==> src/hw/rtl/rme_pkg.sv <==
// ----------------------------------------------------------------------------
// rme_pkg
// Shared types, constants and the arctangent table for the rotation matrix
// to Euler angles pipeline.
// ----------------------------------------------------------------------------
package rme_pkg;

    localparam int CORDIC_STAGES = 16;
    localparam int TAB_LEN       = 24;
    localparam int CORDIC_N      = (CORDIC_STAGES < TAB_LEN) ? CORDIC_STAGES : TAB_LEN;
    localparam int CORDIC_LAT    = CORDIC_N + 2;
    localparam int SQRT_STAGES   = 16;

    localparam int DW        = 16;  // matrix element width
    localparam int OW        = 17;  // CORDIC operand width
    localparam int CW        = 44;  // CORDIC vector width
    localparam int AW        = 26;  // angle accumulator width
    localparam int PRESCALE  = 24;
    localparam int RW        = 18;  // square root remainder width

    localparam logic signed [AW-1:0] DEG90     = AW'(5898240);
    localparam logic signed [AW-1:0] ROUND_ADD = AW'(256);
    localparam logic signed [AW-1:0] OUT_MAX   = AW'(23040);
    localparam logic signed [AW-1:0] OUT_MIN   = -AW'(23040);

    localparam int            ADDR_W       = 3;
    localparam logic          REG_VERT_THR = 1'b0;
    localparam logic [14:0]   THR_RESET    = 15'd33;

    typedef logic signed [DW-1:0] elem_t;
    typedef logic signed [OW-1:0] opnd_t;

    typedef struct packed {
        elem_t fwd_x;
        elem_t fwd_y;
        elem_t fwd_z;
        elem_t left_x;
        elem_t left_y;
        elem_t left_z;
        elem_t up_z;
    } side_t;

    function automatic logic signed [AW-1:0] atan_entry(input int unsigned i);
        logic signed [AW-1:0] v;
        case (i)
            0:  v = AW'(2949120);
            1:  v = AW'(1740967);
            2:  v = AW'(919879);
            3:  v = AW'(466945);
            4:  v = AW'(234379);
            5:  v = AW'(117304);
            6:  v = AW'(58666);
            7:  v = AW'(29335);
            8:  v = AW'(14668);
            9:  v = AW'(7334);
            10: v = AW'(3667);
            11: v = AW'(1833);
            12: v = AW'(917);
            13: v = AW'(458);
            14: v = AW'(229);
            15: v = AW'(115);
            16: v = AW'(57);
            17: v = AW'(29);
            18: v = AW'(14);
            19: v = AW'(7);
            20: v = AW'(4);
            21: v = AW'(2);
            22: v = AW'(1);
            default: v = '0;
        endcase
        return v;
    endfunction

endpackage

==> src/hw/rtl/rme_sqrt.sv <==
// ----------------------------------------------------------------------------
// rme_sqrt
// Pipelined integer square root, one result bit per stage, carrying the
// matrix elements and the valid bit alongside.
// ----------------------------------------------------------------------------
module rme_sqrt
(
    input  logic               clk,
    input  logic               rst_n,
    input  logic               ce,
    input  logic               in_vld,
    input  logic [31:0]        in_sum,
    input  rme_pkg::side_t     in_side,
    output logic               out_vld,
    output logic [15:0]        out_root,
    output rme_pkg::side_t     out_side
);

    logic                        vld_reg  [1:rme_pkg::SQRT_STAGES];
    logic [31:0]                 n_reg    [1:rme_pkg::SQRT_STAGES];
    logic [rme_pkg::RW-1:0]      rem_reg  [1:rme_pkg::SQRT_STAGES];
    logic [15:0]                 res_reg  [1:rme_pkg::SQRT_STAGES];
    rme_pkg::side_t              side_reg [1:rme_pkg::SQRT_STAGES];

    for (genvar k = 0; k < rme_pkg::SQRT_STAGES; k++) begin : g_stage
        localparam int B = rme_pkg::SQRT_STAGES - 1 - k;

        logic                   vld_prev;
        logic [31:0]            n_prev;
        logic [rme_pkg::RW-1:0] rem_prev;
        logic [15:0]            res_prev;
        rme_pkg::side_t         side_prev;
        logic [rme_pkg::RW+1:0] rem_sh;
        logic [rme_pkg::RW+1:0] trial;
        logic [rme_pkg::RW-1:0] rem_next;
        logic [15:0]            res_next;

        if (k == 0) begin : g_first
            assign vld_prev  = in_vld;
            assign n_prev    = in_sum;
            assign rem_prev  = '0;
            assign res_prev  = '0;
            assign side_prev = in_side;
        end else begin : g_rest
            assign vld_prev  = vld_reg[k];
            assign n_prev    = n_reg[k];
            assign rem_prev  = rem_reg[k];
            assign res_prev  = res_reg[k];
            assign side_prev = side_reg[k];
        end

        always_comb
        begin
            rem_sh = {rem_prev, n_prev[2*B+1 -: 2]};
            trial  = {2'b00, res_prev, 2'b01};
            if (rem_sh >= trial)
            begin
                rem_next = rme_pkg::RW'(rem_sh - trial);
                res_next = {res_prev[14:0], 1'b1};
            end
            else
            begin
                rem_next = rme_pkg::RW'(rem_sh);
                res_next = {res_prev[14:0], 1'b0};
            end
        end

        always_ff @(posedge clk or negedge rst_n)
        begin
            if (!rst_n)
            begin
                vld_reg[k+1] <= 1'b0;
            end
            else if (ce)
            begin
                vld_reg[k+1] <= vld_prev;
            end
        end

        always_ff @(posedge clk)
        begin
            if (ce)
            begin
                n_reg[k+1]    <= n_prev;
                rem_reg[k+1]  <= rem_next;
                res_reg[k+1]  <= res_next;
                side_reg[k+1] <= side_prev;
            end
        end
    end

    assign out_vld  = vld_reg[rme_pkg::SQRT_STAGES];
    assign out_root = res_reg[rme_pkg::SQRT_STAGES];
    assign out_side = side_reg[rme_pkg::SQRT_STAGES];

endmodule

==> config.mk <==
export PLATFORM = sky130hd
export DESIGN_NAME = rme_sqrt
export DESIGN_NICKNAME = d
export VERILOG_FILES = /design/src/hw/rtl/rme_pkg.sv /design/src/hw/rtl/rme_sqrt.sv
export SDC_FILE = /design/constraint.sdc
export NUM_CORES = 2
export LEC_CHECK = 0
export ABC_AREA = 1
export BUFFER_PORTS_ARGS = -buffer_cell sky130_fd_sc_hd__clkbuf_2
export CORE_AREA = 2 2 401 403
export CTS_CLUSTER_DIAMETER = 40
export DETAILED_ROUTE_END_ITERATION = 6
export DIE_AREA = 0 0 403 405
export PLACE_DENSITY = 0.83
export SYNTH_ARGS = -nofsm -noshare
export SYNTH_HDL_FRONTEND = slang
export SYNTH_SLANG_ARGS = --single-unit
export TNS_END_PERCENT = 10
==> constraint.sdc <==
create_clock -name clk -period 2.2 [get_ports clk]
set_clock_uncertainty 0.15 [all_clocks]
set_input_delay 0.66 -clock clk [delete_from_list [all_inputs] [get_ports clk]]
set_output_delay 0.66 -clock clk [all_outputs]
set_load 0.01 [all_outputs]
Word level (Yosys, flattened, before mapping)
Memories as Yosys holds them, arrays and structs flattened.
Index checks and enable logic that the tools add are counted.
- bits in latches: 0
- logic and storage cells: 86
- ROM bits: 0
- memories: 4
- input bits: 148
- RAM bits: 2848
- flip-flop bits (word level): 16
- memory list (memory ; words ; width ; rd ports ; clocked after Yosys merged registers in ; wr ports ; RTL line ; RTL):
    side_reg ; 16 ; 112 ; 16 ; 0 ; 16 ; rme_sqrt.sv:23 ; rme_pkg::side_t side_reg [1:rme_pkg::SQRT_STAGES];
    n_reg ; 16 ; 32 ; 15 ; 0 ; 16 ; rme_sqrt.sv:20 ; logic [31:0] n_reg [1:rme_pkg::SQRT_STAGES];
    rem_reg ; 16 ; 18 ; 15 ; 0 ; 16 ; rme_sqrt.sv:21 ; logic [rme_pkg::RW-1:0] rem_reg [1:rme_pkg::SQRT_STAGES];
    res_reg ; 16 ; 16 ; 16 ; 0 ; 16 ; rme_sqrt.sv:22 ; logic [15:0] res_reg [1:rme_pkg::SQRT_STAGES];
- shift-type cells: 0
- $lt $le $gt $ge: 16
- bitwise operators: 0
- muxes and demuxes: 34
- eq/ne operators: 0
- multipliers: 0
- add/subtract/negate cells: 16
- divide/modulo/power cells: 0
- reductions and logical operators: 0
- operator list (operator ; count):
    >= comparator 20 x 18 -> 1 bit ; 15
    two-way mux 18 bit ; 16
    subtractor 18 bit ; 15
    two-way mux 1 bit ; 18
    subtractor 2 x 1 -> 3 bit, second input constant ; 1
    >= comparator 2 x 1 -> 1 bit, second input constant ; 1

Logic depth before layout (Yosys ltp)
An unclocked memory read counts as a cell.
- depth after elaboration: 3
- gate-level depth with buffers: 14
- gate-level depth less buffers: 14

Worst setup path before layout
Ideal clock, no wire load.
- path kind: register to register
- from: register rem_reg[0][109] (netlist name)
- to: register rem_reg[0][133] (netlist name)
- buffers on the path: 1
- required time: 1793 ps
- setup time: 257 ps
- cell stages (with the launch flop): 11
- period minus slack after synthesis: 2105 ps
- data arrival time: 1697 ps
- path slack: 95 ps
- path through: edfxtp_1 ha_1 a21oi_1 o21ai_2 nand2_1 nand2_2 nor2_2 nand2_4 inv_4 buf_6 o21ai_2

==> results.cfg <==
[hold_path]
hold_path.class = primary input to asynchronous set/reset pin

[power_and_ir_drop]
power.density_mw_per_mm2 = 1040
p_sw_share_pct = 22.6
ir_drop_mv = 1.05
pwr-share-clk_pct = 42.5
p_comb_share_pct = 8.0
p_int_mw = 88.0
power_switching_mw = 25.7
p_leak_nw = 41.7
seqPwrFrac_pct = 49.5

[synthesis]
synth_top_family_by_area = simple AND/OR/NAND/NOR gates
synth_top_flop_cell = edfxtp_1
synth_nets = 5460
avgSynthCellArea_um2 = 16.8
synth_adder_area_share_pct = 2.20
async_flop_share_pct = 0.657
synth_top_area_share_pct = 83.6
synth-simple-area-share_pct = 7.99
yosys_warnings = 0
synth_compound_area_share_pct = 2.27
synth_top_cell_by_area = edfxtp_1
yosys-mux-area-fraction_pct = 0
yosysMostFrequentCell = edfxtp_1
synth-seq-cells = 2434
seq_area_frac_synth_pct = 84.1
yosys.area_share.xor_xnor_pct = 0.948
syn_area_mm2 = 0.0868
synthTopCellsByArea = edfxtp_1, nand2_1, ha_1
synth_common_cells = edfxtp_1, nand2_1, inv_1
syn-instance-count = 5159
synth_edf_count = 2418
ys_types = 51

[floorplan]
pin_count = 277
die_h_um = 405
core_mm2 = 0.159
die_w_um = 403
rows = 147
die_area_mm2 = 0.163
initial_core_util_pct = 54.5

[timing]
setup_viol = 101
max_freq_ghz = 0.424
slew_headroom_pct = 56.6
period_share_pct = 107
setup-tns-final_ns = -4.56
slew_viol_final = 0
finalCriticalPeriod_ns = 2.36
fin_ws_ns = -0.158
rsz0062_at_grt = true
hold_violations = 0
tightestPinTransition_ns = 0.644

[clock_tree]
clock_sinks = 2434
cts_buffers = 298
ctsHtreeMaxLevel = 5
clock-root-buffer = clkbuf_16
cts_tree = done
clockBufferDepth = 4
clk_pin_slew_ns = 0.06
clock_latency_ns = 0.92

[setup_path]
r2r_slack_ns = -0.04
critPathKind = flip-flop to output port
slowest_delay_ns = 0.51
cp.depth = 1
crit_path_max_fanout = 1
critPathBufInv = 1
setup.worst_path.start = side_reg[0][1885]
cp_slowest_cell = edfxtp_1
cp_cell_sequence = clkbuf_2
reg2regPathDepth = 12
worstPathRequired_ns = 1.39
cp.arrival_ns = 1.55
startpoint_type = flip-flop
endpoint_kind = output port
path_delay_family = flip-flops
r2r-start = res_reg[3][41]

[final_layout]
largest_reg_flops = 1792
finalNonFillerCells = 8723
antenna_cells = 0
fill_cells = 10200
fin_nets = 6726
syn_to_final_growth_pct = 25.3
drive_gt1_share_pct = 25.9
final_core_util_pct = 68.3

[detailed_routing]
drt_iter0_drc = 3102
drc = 0
wirelength_um = 165000
wl_per_cell_um = 18.9
ant_nets = 0
first_pass_iters = 5
dr_total_vias = 44000
via_per_inst = 5.05

[placed_design]
routabilityCongestion = 0.848
io_buffers = 276
place_hpwl_um = 97600
place_ws_ns = -0.233
dp_cells = 7993

[global_routing]
antenna_found_initial = 1
grt_pass1_vias = 45100
grt_pass1_wl_um = 249000
track_usage_pct = 19.8
grt-ovfl-total = 0
grt_max_degree = 72

[run]
maxCapViolCount = 0

[status]
violations = negative setup slack
status = finished with violations
-- what timing repair did --
item / in CTS / in global routing
resized for setup: 92 / 286
setup endpoints to repair: 332 / 369
buffers inserted: 8 / 52
endpoints found under the hold margin: 164 / 0
pin swaps: 16 / 62
gates cloned: 1 / 9
hold buffers: 148 / 0
-- stage by stage --
stage	area, um2	power [mW]	hold WS, ns
floorplan	86800	60.5	0.214
detailed placement	95100	64.9	0.255
finish	109000	114	0.0985
global placement	95100	64.6	0.250
global route	109000	118	0.0832
CTS	107000	114	0.0216
-- power by group through the flow --
stage	clock network, mW	logic, mW	registers, mW
5_1_grt	51.0	10.1	56.6
6_report	48.3	9.12	56.3
3_3_place_gp	0	7.74	56.8
2_1_floorplan	0	4.01	56.5
4_1_cts	49.2	8.37	56.3
3_5_place_dp	0	7.86	57.1
-- layer usage --
layer  track usage, %  routed length (um)  vias up
li1                 -                   -    21200
met1             23.5               63600    21400
met2             36.1               88700     1091
met3             3.49                6880      365
met4             7.62                5430        0
met5                0                   0        -
-- cell families after synthesis --
family | count (synthesis)
AOI/OAI and AO/OA | 334
xor gates and xnor gates | 94
and+or+nand+nor | 1609
adders and majority gates | 153
buffers and inverters | 534
DFF | 2434
other | 1
-- layout by cell type, fill, tap and decap left out, drive strengths merged, types with 5 or more instances in the layout --
cell / n
o21ai: 141
a21oi: 176
edfxtp: 2418
o21a: 5
inv: 557
dlygate4sd3: 148
nor4: 7
nand3: 197
nor2: 290
clkinvlp: 16
or2: 8
clkinv: 82
ha: 153
nand2: 974
buf: 571
nor3: 35
o21bai: 5
clkbuf: 607
bufinv: 30
dfrtp: 16
xor2: 58
xnor2: 36
nand4: 55
nand3b: 37
-- final timing paths --
path	endpoint
setup / recovery	out_side[93]
hold / removal	g_stage[15].vld_prev
setup reg to reg	rem_reg[0][278]
hold reg to reg	side_reg[0][1741]
max in group asynchronous	g_stage[11].vld_prev
min in group clk	side_reg[0][1741]
-- final cells by class --
cell class	count	area, um2	area share, %
Timing Repair Buffer	990	8080	7.43
Clock buffer	336	7750	7.12
Multi-Input combinational cell	2192	13300	12.3
Tap cell	2086	2610	2.40
Timing Repair inverter	3	28.8	0.0264
Inverter	506	1960	1.80
Clock inverter	176	2050	1.89
Sequential cell	2434	73000	67.1
Power figures use the tool's default switching activity.
