==> config.mk <==
export PLATFORM = sky130hd
export DESIGN_NAME = rme_cordic
export DESIGN_NICKNAME = d
export VERILOG_FILES = /design/src/hw/rtl/rme_pkg.sv /design/src/hw/rtl/rme_cordic.sv
export SDC_FILE = /design/constraint.sdc
export NUM_CORES = 2
export LEC_CHECK = 0
export ABC_AREA = 0
export BUFFER_PORTS_ARGS = -buffer_cell sky130_fd_sc_hd__buf_2
export CORE_ASPECT_RATIO = 0.8
export CORE_MARGIN = 3
export CORE_UTILIZATION = 56
export DETAILED_ROUTE_END_ITERATION = 8
export PLACE_DENSITY = 0.72
export SYNTH_ARGS = -nofsm -noshare
export SYNTH_HDL_FRONTEND = slang
export SYNTH_SLANG_ARGS = --single-unit
==> constraint.sdc <==
create_clock -name clk -period 11.7 [get_ports clk]
set_input_delay 2.34 -clock clk [delete_from_list [all_inputs] [get_ports clk]]
set_output_delay 2.34 -clock clk [all_outputs]
set_load 0.02 [all_outputs]
==> src/hw/rtl/rme_pkg.sv <==
// ----------------------------------------------------------------------------
// rme_pkg
// Shared types, constants and the arctangent table for the rotation matrix
// to Euler angles pipeline.
// ----------------------------------------------------------------------------
package rme_pkg;

    localparam int CORDIC_STAGES = 16;
    localparam int TAB_LEN       = 24;
    localparam int CORDIC_N      = (CORDIC_STAGES < TAB_LEN) ? CORDIC_STAGES : TAB_LEN;
    localparam int CORDIC_LAT    = CORDIC_N + 2;
    localparam int SQRT_STAGES   = 16;

    localparam int DW        = 16;  // matrix element width
    localparam int OW        = 17;  // CORDIC operand width
    localparam int CW        = 44;  // CORDIC vector width
    localparam int AW        = 26;  // angle accumulator width
    localparam int PRESCALE  = 24;
    localparam int RW        = 18;  // square root remainder width

    localparam logic signed [AW-1:0] DEG90     = AW'(5898240);
    localparam logic signed [AW-1:0] ROUND_ADD = AW'(256);
    localparam logic signed [AW-1:0] OUT_MAX   = AW'(23040);
    localparam logic signed [AW-1:0] OUT_MIN   = -AW'(23040);

    localparam int            ADDR_W       = 3;
    localparam logic          REG_VERT_THR = 1'b0;
    localparam logic [14:0]   THR_RESET    = 15'd33;

    typedef logic signed [DW-1:0] elem_t;
    typedef logic signed [OW-1:0] opnd_t;

    typedef struct packed {
        elem_t fwd_x;
        elem_t fwd_y;
        elem_t fwd_z;
        elem_t left_x;
        elem_t left_y;
        elem_t left_z;
        elem_t up_z;
    } side_t;

    function automatic logic signed [AW-1:0] atan_entry(input int unsigned i);
        logic signed [AW-1:0] v;
        case (i)
            0:  v = AW'(2949120);
            1:  v = AW'(1740967);
            2:  v = AW'(919879);
            3:  v = AW'(466945);
            4:  v = AW'(234379);
            5:  v = AW'(117304);
            6:  v = AW'(58666);
            7:  v = AW'(29335);
            8:  v = AW'(14668);
            9:  v = AW'(7334);
            10: v = AW'(3667);
            11: v = AW'(1833);
            12: v = AW'(917);
            13: v = AW'(458);
            14: v = AW'(229);
            15: v = AW'(115);
            16: v = AW'(57);
            17: v = AW'(29);
            18: v = AW'(14);
            19: v = AW'(7);
            20: v = AW'(4);
            21: v = AW'(2);
            22: v = AW'(1);
            default: v = '0;
        endcase
        return v;
    endfunction

endpackage

==> src/hw/rtl/rme_cordic.sv <==
// ----------------------------------------------------------------------------
// rme_cordic
// Pipelined vectoring CORDIC giving atan2(y, x) in 1/128 degree: a
// quadrant stage, one stage per micro-rotation and a rounding stage.
// ----------------------------------------------------------------------------
module rme_cordic
(
    input  logic                 clk,
    input  logic                 ce,
    input  rme_pkg::opnd_t       y,
    input  rme_pkg::opnd_t       x,
    output logic signed [15:0]   angle
);

    localparam int N = rme_pkg::CORDIC_N;
    localparam int CW = rme_pkg::CW;
    localparam int AW = rme_pkg::AW;

    logic signed [CW-1:0] x_reg    [0:N];
    logic signed [CW-1:0] y_reg    [0:N];
    logic signed [AW-1:0] z_reg    [0:N];
    logic                 zero_reg [0:N];
    logic signed [15:0]   angle_reg;

    logic signed [CW-1:0] xe;
    logic signed [CW-1:0] ye;
    logic signed [CW-1:0] x0;
    logic signed [CW-1:0] y0;
    logic signed [AW-1:0] z0;

    // Vectors in the left half-plane are turned by a quarter first.
    always_comb
    begin
        xe = {{(CW - rme_pkg::OW - rme_pkg::PRESCALE){x[rme_pkg::OW-1]}}, x,
              {rme_pkg::PRESCALE{1'b0}}};
        ye = {{(CW - rme_pkg::OW - rme_pkg::PRESCALE){y[rme_pkg::OW-1]}}, y,
              {rme_pkg::PRESCALE{1'b0}}};
        x0 = xe;
        y0 = ye;
        z0 = '0;
        if (xe < 0)
        begin
            if (ye >= 0)
            begin
                x0 = ye;
                y0 = -xe;
                z0 = rme_pkg::DEG90;
            end
            else
            begin
                x0 = -ye;
                y0 = xe;
                z0 = -rme_pkg::DEG90;
            end
        end
    end

    always_ff @(posedge clk)
    begin
        if (ce)
        begin
            x_reg[0]    <= x0;
            y_reg[0]    <= y0;
            z_reg[0]    <= z0;
            zero_reg[0] <= (x == '0) && (y == '0);
        end
    end

    for (genvar i = 0; i < N; i++) begin : g_rot
        always_ff @(posedge clk)
        begin
            if (ce)
            begin
                zero_reg[i+1] <= zero_reg[i];
                if (y_reg[i] >= 0)
                begin
                    x_reg[i+1] <= x_reg[i] + (y_reg[i] >>> i);
                    y_reg[i+1] <= y_reg[i] - (x_reg[i] >>> i);
                    z_reg[i+1] <= z_reg[i] + rme_pkg::atan_entry(i);
                end
                else
                begin
                    x_reg[i+1] <= x_reg[i] - (y_reg[i] >>> i);
                    y_reg[i+1] <= y_reg[i] + (x_reg[i] >>> i);
                    z_reg[i+1] <= z_reg[i] - rme_pkg::atan_entry(i);
                end
            end
        end
    end

    logic signed [AW-1:0] z_rnd;
    logic signed [AW-1:0] z_deg;
    logic signed [15:0]   angle_next;

    always_comb
    begin
        z_rnd = z_reg[N] + rme_pkg::ROUND_ADD;
        z_deg = z_rnd >>> 9;
        if (zero_reg[N])
            angle_next = '0;
        else if (z_deg > rme_pkg::OUT_MAX)
            angle_next = 16'(rme_pkg::OUT_MAX);
        else if (z_deg < rme_pkg::OUT_MIN)
            angle_next = 16'(rme_pkg::OUT_MIN);
        else
            angle_next = z_deg[15:0];
    end

    always_ff @(posedge clk)
    begin
        if (ce)
        begin
            angle_reg <= angle_next;
        end
    end

    assign angle = angle_reg;

endmodule

* Word level (Yosys, flattened, before mapping)
Memory sizes are Yosys's and may differ from the RTL's. Index checks and enable logic that the tools add are counted.
Storage, ports and cells: register bits 16, bits in writable memories 1955, bits of input ports 36, memories 4
Cells by class: add/sub/neg operators 98, $lt $le $gt $ge 20, multiplexer cells 154, bitwise logic cells 48, reductions and logical operators 5
Memory list:
- x_reg | words 17, width 44, rd ports 16, clocked after Yosys merged registers in 0, wr ports 17, RTL line rme_cordic.sv:19 | logic signed [CW-1:0] x_reg [0:N];
- y_reg | words 17, width 44, rd ports 16, clocked after Yosys merged registers in 0, wr ports 17, RTL line rme_cordic.sv:20 | logic signed [CW-1:0] y_reg [0:N];
- z_reg | words 17, width 26, rd ports 17, clocked after Yosys merged registers in 0, wr ports 17, RTL line rme_cordic.sv:21 | logic signed [AW-1:0] z_reg [0:N];
- zero_reg | words 17, width 1, rd ports 17, clocked after Yosys merged registers in 0, wr ports 17, RTL line rme_cordic.sv:22 | logic zero_reg [0:N];
Operator list (number):
- 44-bit two-way mux | 36
- 44-bit by 1-bit >= comparator with 1-bit output, second input constant | 16
- 26-bit two-way mux | 18
- 1-bit two-way mux | 98
- 44-bit by 29-bit adder with 44-bit output | 2
- 44-bit by 30-bit adder with 44-bit output | 2
- 44-bit by 31-bit adder with 44-bit output | 2
- 44-bit by 32-bit adder with 44-bit output | 2
- 44-bit by 33-bit adder with 44-bit output | 2
- 44-bit by 34-bit adder with 44-bit output | 2
- 44-bit by 35-bit adder with 44-bit output | 2
- 44-bit by 36-bit adder with 44-bit output | 2
- 44-bit by 37-bit adder with 44-bit output | 2
- 44-bit by 38-bit adder with 44-bit output | 2
- 44-bit by 39-bit adder with 44-bit output | 2
- 44-bit by 40-bit adder with 44-bit output | 2
- 44-bit by 41-bit adder with 44-bit output | 2
- 44-bit by 42-bit adder with 44-bit output | 2
- 44-bit by 43-bit adder with 44-bit output | 2
- 41-bit negator with 44-bit output | 2
- 44-bit by 29-bit subtractor with 44-bit output | 2
- 44-bit by 30-bit subtractor with 44-bit output | 2
- 44-bit by 31-bit subtractor with 44-bit output | 2
- 44-bit by 32-bit subtractor with 44-bit output | 2
- other kinds (56) | 117

* Depth between registers and ports, before layout
An unclocked memory read counts as a cell.
depth in word-level cells 6, mapped depth 24

* Worst setup path before layout
No wires, ideal clock.
path kind input-to-reg, start in ce, end mem x_reg[11][43], data pin, library setup time 259 ps, arrival time 7242 ps, data required time 11441 ps, setup slack 4199 ps, stages 22, cells stage by stage buf_2 buf_2 clkbuf_1 clkbuf_1 nand2_1 inv_2 buf_1 nor2_1 xnor2_1 ha_1 a211oi_1 nor2_1 or4_1 a221oi_1 and2_1 o21ai_1 o31a_1 a311o_1 a41oi_2 o21ai_0 a21oi_1 xnor2_1
RTL lines:
- from (decl) | RTL line rme_cordic.sv:9 | input logic ce,
- to (decl) | RTL line rme_cordic.sv:19

==> qor.txt <==
library cells used by synthesis -> 110
status -> finished clean
largest net degree at the start of global routing -> 162
# rows -> 153
Max Slew Vio Count -> 0
vias per std cell -> 6.28
synth warn -> 0
cts hold-fix bufs -> 0
Fin. Hold Viols -> 0
relative slew slack -> 20.9%
global-route usage over all layers -> 29.6%
NumNets Final -> 14,400
max_cap viols -> 0
Sink Count -> 1,427
vias in the first global route -> 95,500
cells after synthesis -> 13,000
top cells by area, synth -> edfxtp_1, ha_1, xnor2_1
post-DR wirelength/cell -> 21.5 um
Hold WS -> 0.417 ns
CP endpoint kind -> flop
H-tree depth -> 4
Crit Path Category -> input port to flop
Multi-input gate area -> 77,200 um2
synthesis-to-layout area growth -> 6.97%
io pins -> 52
Synth top area share -> 34.9%
Initial Utilization -> 56.4%
first-pass GRT wire length -> 534 mm
PostCTS Resize Cnt -> 0
dpl hpwl -> 273 mm
Mapped Area -> 123,000 um2
Synth Flop Type -> edfxtp_1
Root Driver -> clkbuf_16
Post-DRT Antenna Nets -> 0
initial antenna violation count -> 23
Core Region -> 218,000 um2
Die Y -> 425 um
Syn Area/Cell -> 9.47 um2
worst min-delay path class -> flop to flop
clock latency at the later pin of the worst-skew pair -> 0.84 ns
Worst EP arrival -> 8.07 ns
TNS Setup -> 0 ns
Synth async-reset ratio -> 0%
1st-iter DRT viols -> 10,200
1st-pass router iterations -> 6
Post-synth EDFFs -> 1,427
Reg clk slew, reported paths -> 0.06 ns
CTS tree -> yes
area leader, netlist -> edfxtp_1
Die Wd -> 530 um
Reg area -> 42,900 um2
drt drc -> 0
CTS Buf Count -> 164
Setup-failing EPs final -> 0
fin crit period -> 7.51 ns
Seq/Total Area, Yosys -> 34.9%
GPL Wtd Cong -> 0.985
GR Overflow Total -> 0
layout cells sized above 1 -> 3.92%
Critical Path Start Type -> input port
CP Data Required Time -> 12.26 ns
#FFs+latches synth -> 1,427
max frequency -> 133 MHz
vias post-DR -> 100,000
unrepaired setup endpoints after global routing -> no
Die ar. -> 225,000 um2
final WL -> 344 mm
number of setup buffers added after CTS -> 0
IO buf count -> 51
Worst Max-Slew Pin Slew -> 1.18 ns
Max FO, Critical Path -> 68
final worst-path cycle share -> 64.2%
CTS max path bufs -> 4
Largest register FFs -> 520
Final Skew -> 0.0423 ns
# fillers -> 18,300
[layout make-up]
| cell class | count | share of cell area [%] |
|---|---|---|
| multi-input cells | 10800 | 58.7 |
| diodes | 10 | 0.0190 |
| repair buffers | 109 | 0.547 |
| inverters | 494 | 1.41 |
| well taps | 2867 | 2.73 |
| clock inverters | 101 | 0.726 |
| flip-flops and latches | 1427 | 32.6 |
| clock buffers | 189 | 3.23 |
[logic make-up (layout without fill, tap and decap cells)]
group | after synthesis | after routing | share of synthesized area (%)
AO/OA/AOI/OAI | 3894 | 3894 | 20.2
XOR/XNOR | 1923 | 1923 | 13.7
multiplexers | 51 | 51 | 0.432
other | 1 | 13 | 0.00305
AND/OR/NAND/NOR | 3508 | 3508 | 13.9
adder cells (fa/ha/maj) | 1415 | 1415 | 14.6
flip-flops | 1427 | 1427 | 34.9
buffers and inverters | 750 | 893 | 2.31
[layout by cell type, fill, tap and decap left out, types with 166 or more instances in the layout]
cell type and count:
a21o_1 574, a21oi_1 1271, clkbuf_16 166, edfxtp_1 1427, ha_1 1383, inv_1 484
nand2_1 794, nand2b_1 252, nand3_1 192, nor2_1 1055, nor2b_1 190, nor3_1 332
o21a_1 199, o21ai_0 760, o31ai_1 169, xnor2_1 1196, xor2_1 727
[through the flow]
step	util, %	instances	cell area (um2)	setup slack [ns]
finish	60.4	16000	131000	4.19
global route	60.4	16000	131000	3.99
CTS	60.4	16000	131000	4.47
detailed placement	58.0	15700	126000	3.58
global placement	58.0	15700	126000	3.56
floorplan	-	13000	123000	4.20
[worst max-delay path, cell delays in order]
cell	delay [ns]
buf_12	0.35
buf_4	0.70
nand2_1	0.11
buf_4	0.28
inv_2	0.15
buf_4	0.56
a21oi_1	0.11
xor2_1	0.17
ha_1	0.29
a2111o_1	0.32
o221ai_1	0.48
a31oi_1	0.27
a31o_2	0.33
a2111oi_0	0.49
a21oi_1	0.18
a2111oi_0	0.47
o21bai_1	0.12
xor2_1	0.17
[final timing paths]
| check | start | endpoint | slack [ns] | cells after the start |
|---|---|---|---|---|
| setup / recovery | ce | y_reg[13][43]$_DFFE_PP_ | 4.19 | 18 |
| hold / removal | zero_reg[12]$_DFFE_PP_ | zero_reg[13]$_DFFE_PP_ | 0.42 | 0 |
| hold reg to reg | zero_reg[12]$_DFFE_PP_ | zero_reg[13]$_DFFE_PP_ | 0.42 | 0 |
| setup reg to reg | y_reg[13][16]$_DFFE_PP_ | x_reg[14][39]$_DFFE_PP_ | 5.24 | 19 |
[per-layer routing]
layer  track usage (%)  share of wire (%)  up-vias
met5                 0              0.012        -
met4              7.19                2.5        6
met3              5.47                8.2      548
met2              45.9                 44     3571
met1              42.8                 46    48200
li1                  -                  -    48100
[synthesized netlist by cell type (all sizes together) (23+ instances only)]
library cell,n
or3,117
o21ai,779
o21a,200
o21bai,147
nor4,87
a31oi,108
clkbuf,233
nand4,92
and2,59
o211ai,41
nor3b,23
or4,68
o31ai,170
ha,1383
nor2b,190
a211o,43
xor2,727
o41ai,87
xnor2,1196
or2,53
a211oi,93
inv,488
a21oi,1272
mux2i,35
nand3b,27
and3,115
nor2,1055
nand2,796
a21o,574
nor3,333
a21boi,49
fa,31
buf,23
edfxtp,1427
a221oi,33
a31o,36
nand3,192
nand2b,252
Power is not shown: default switching activity piles up to over one toggle a cycle in this logic, so the estimate is an artifact.
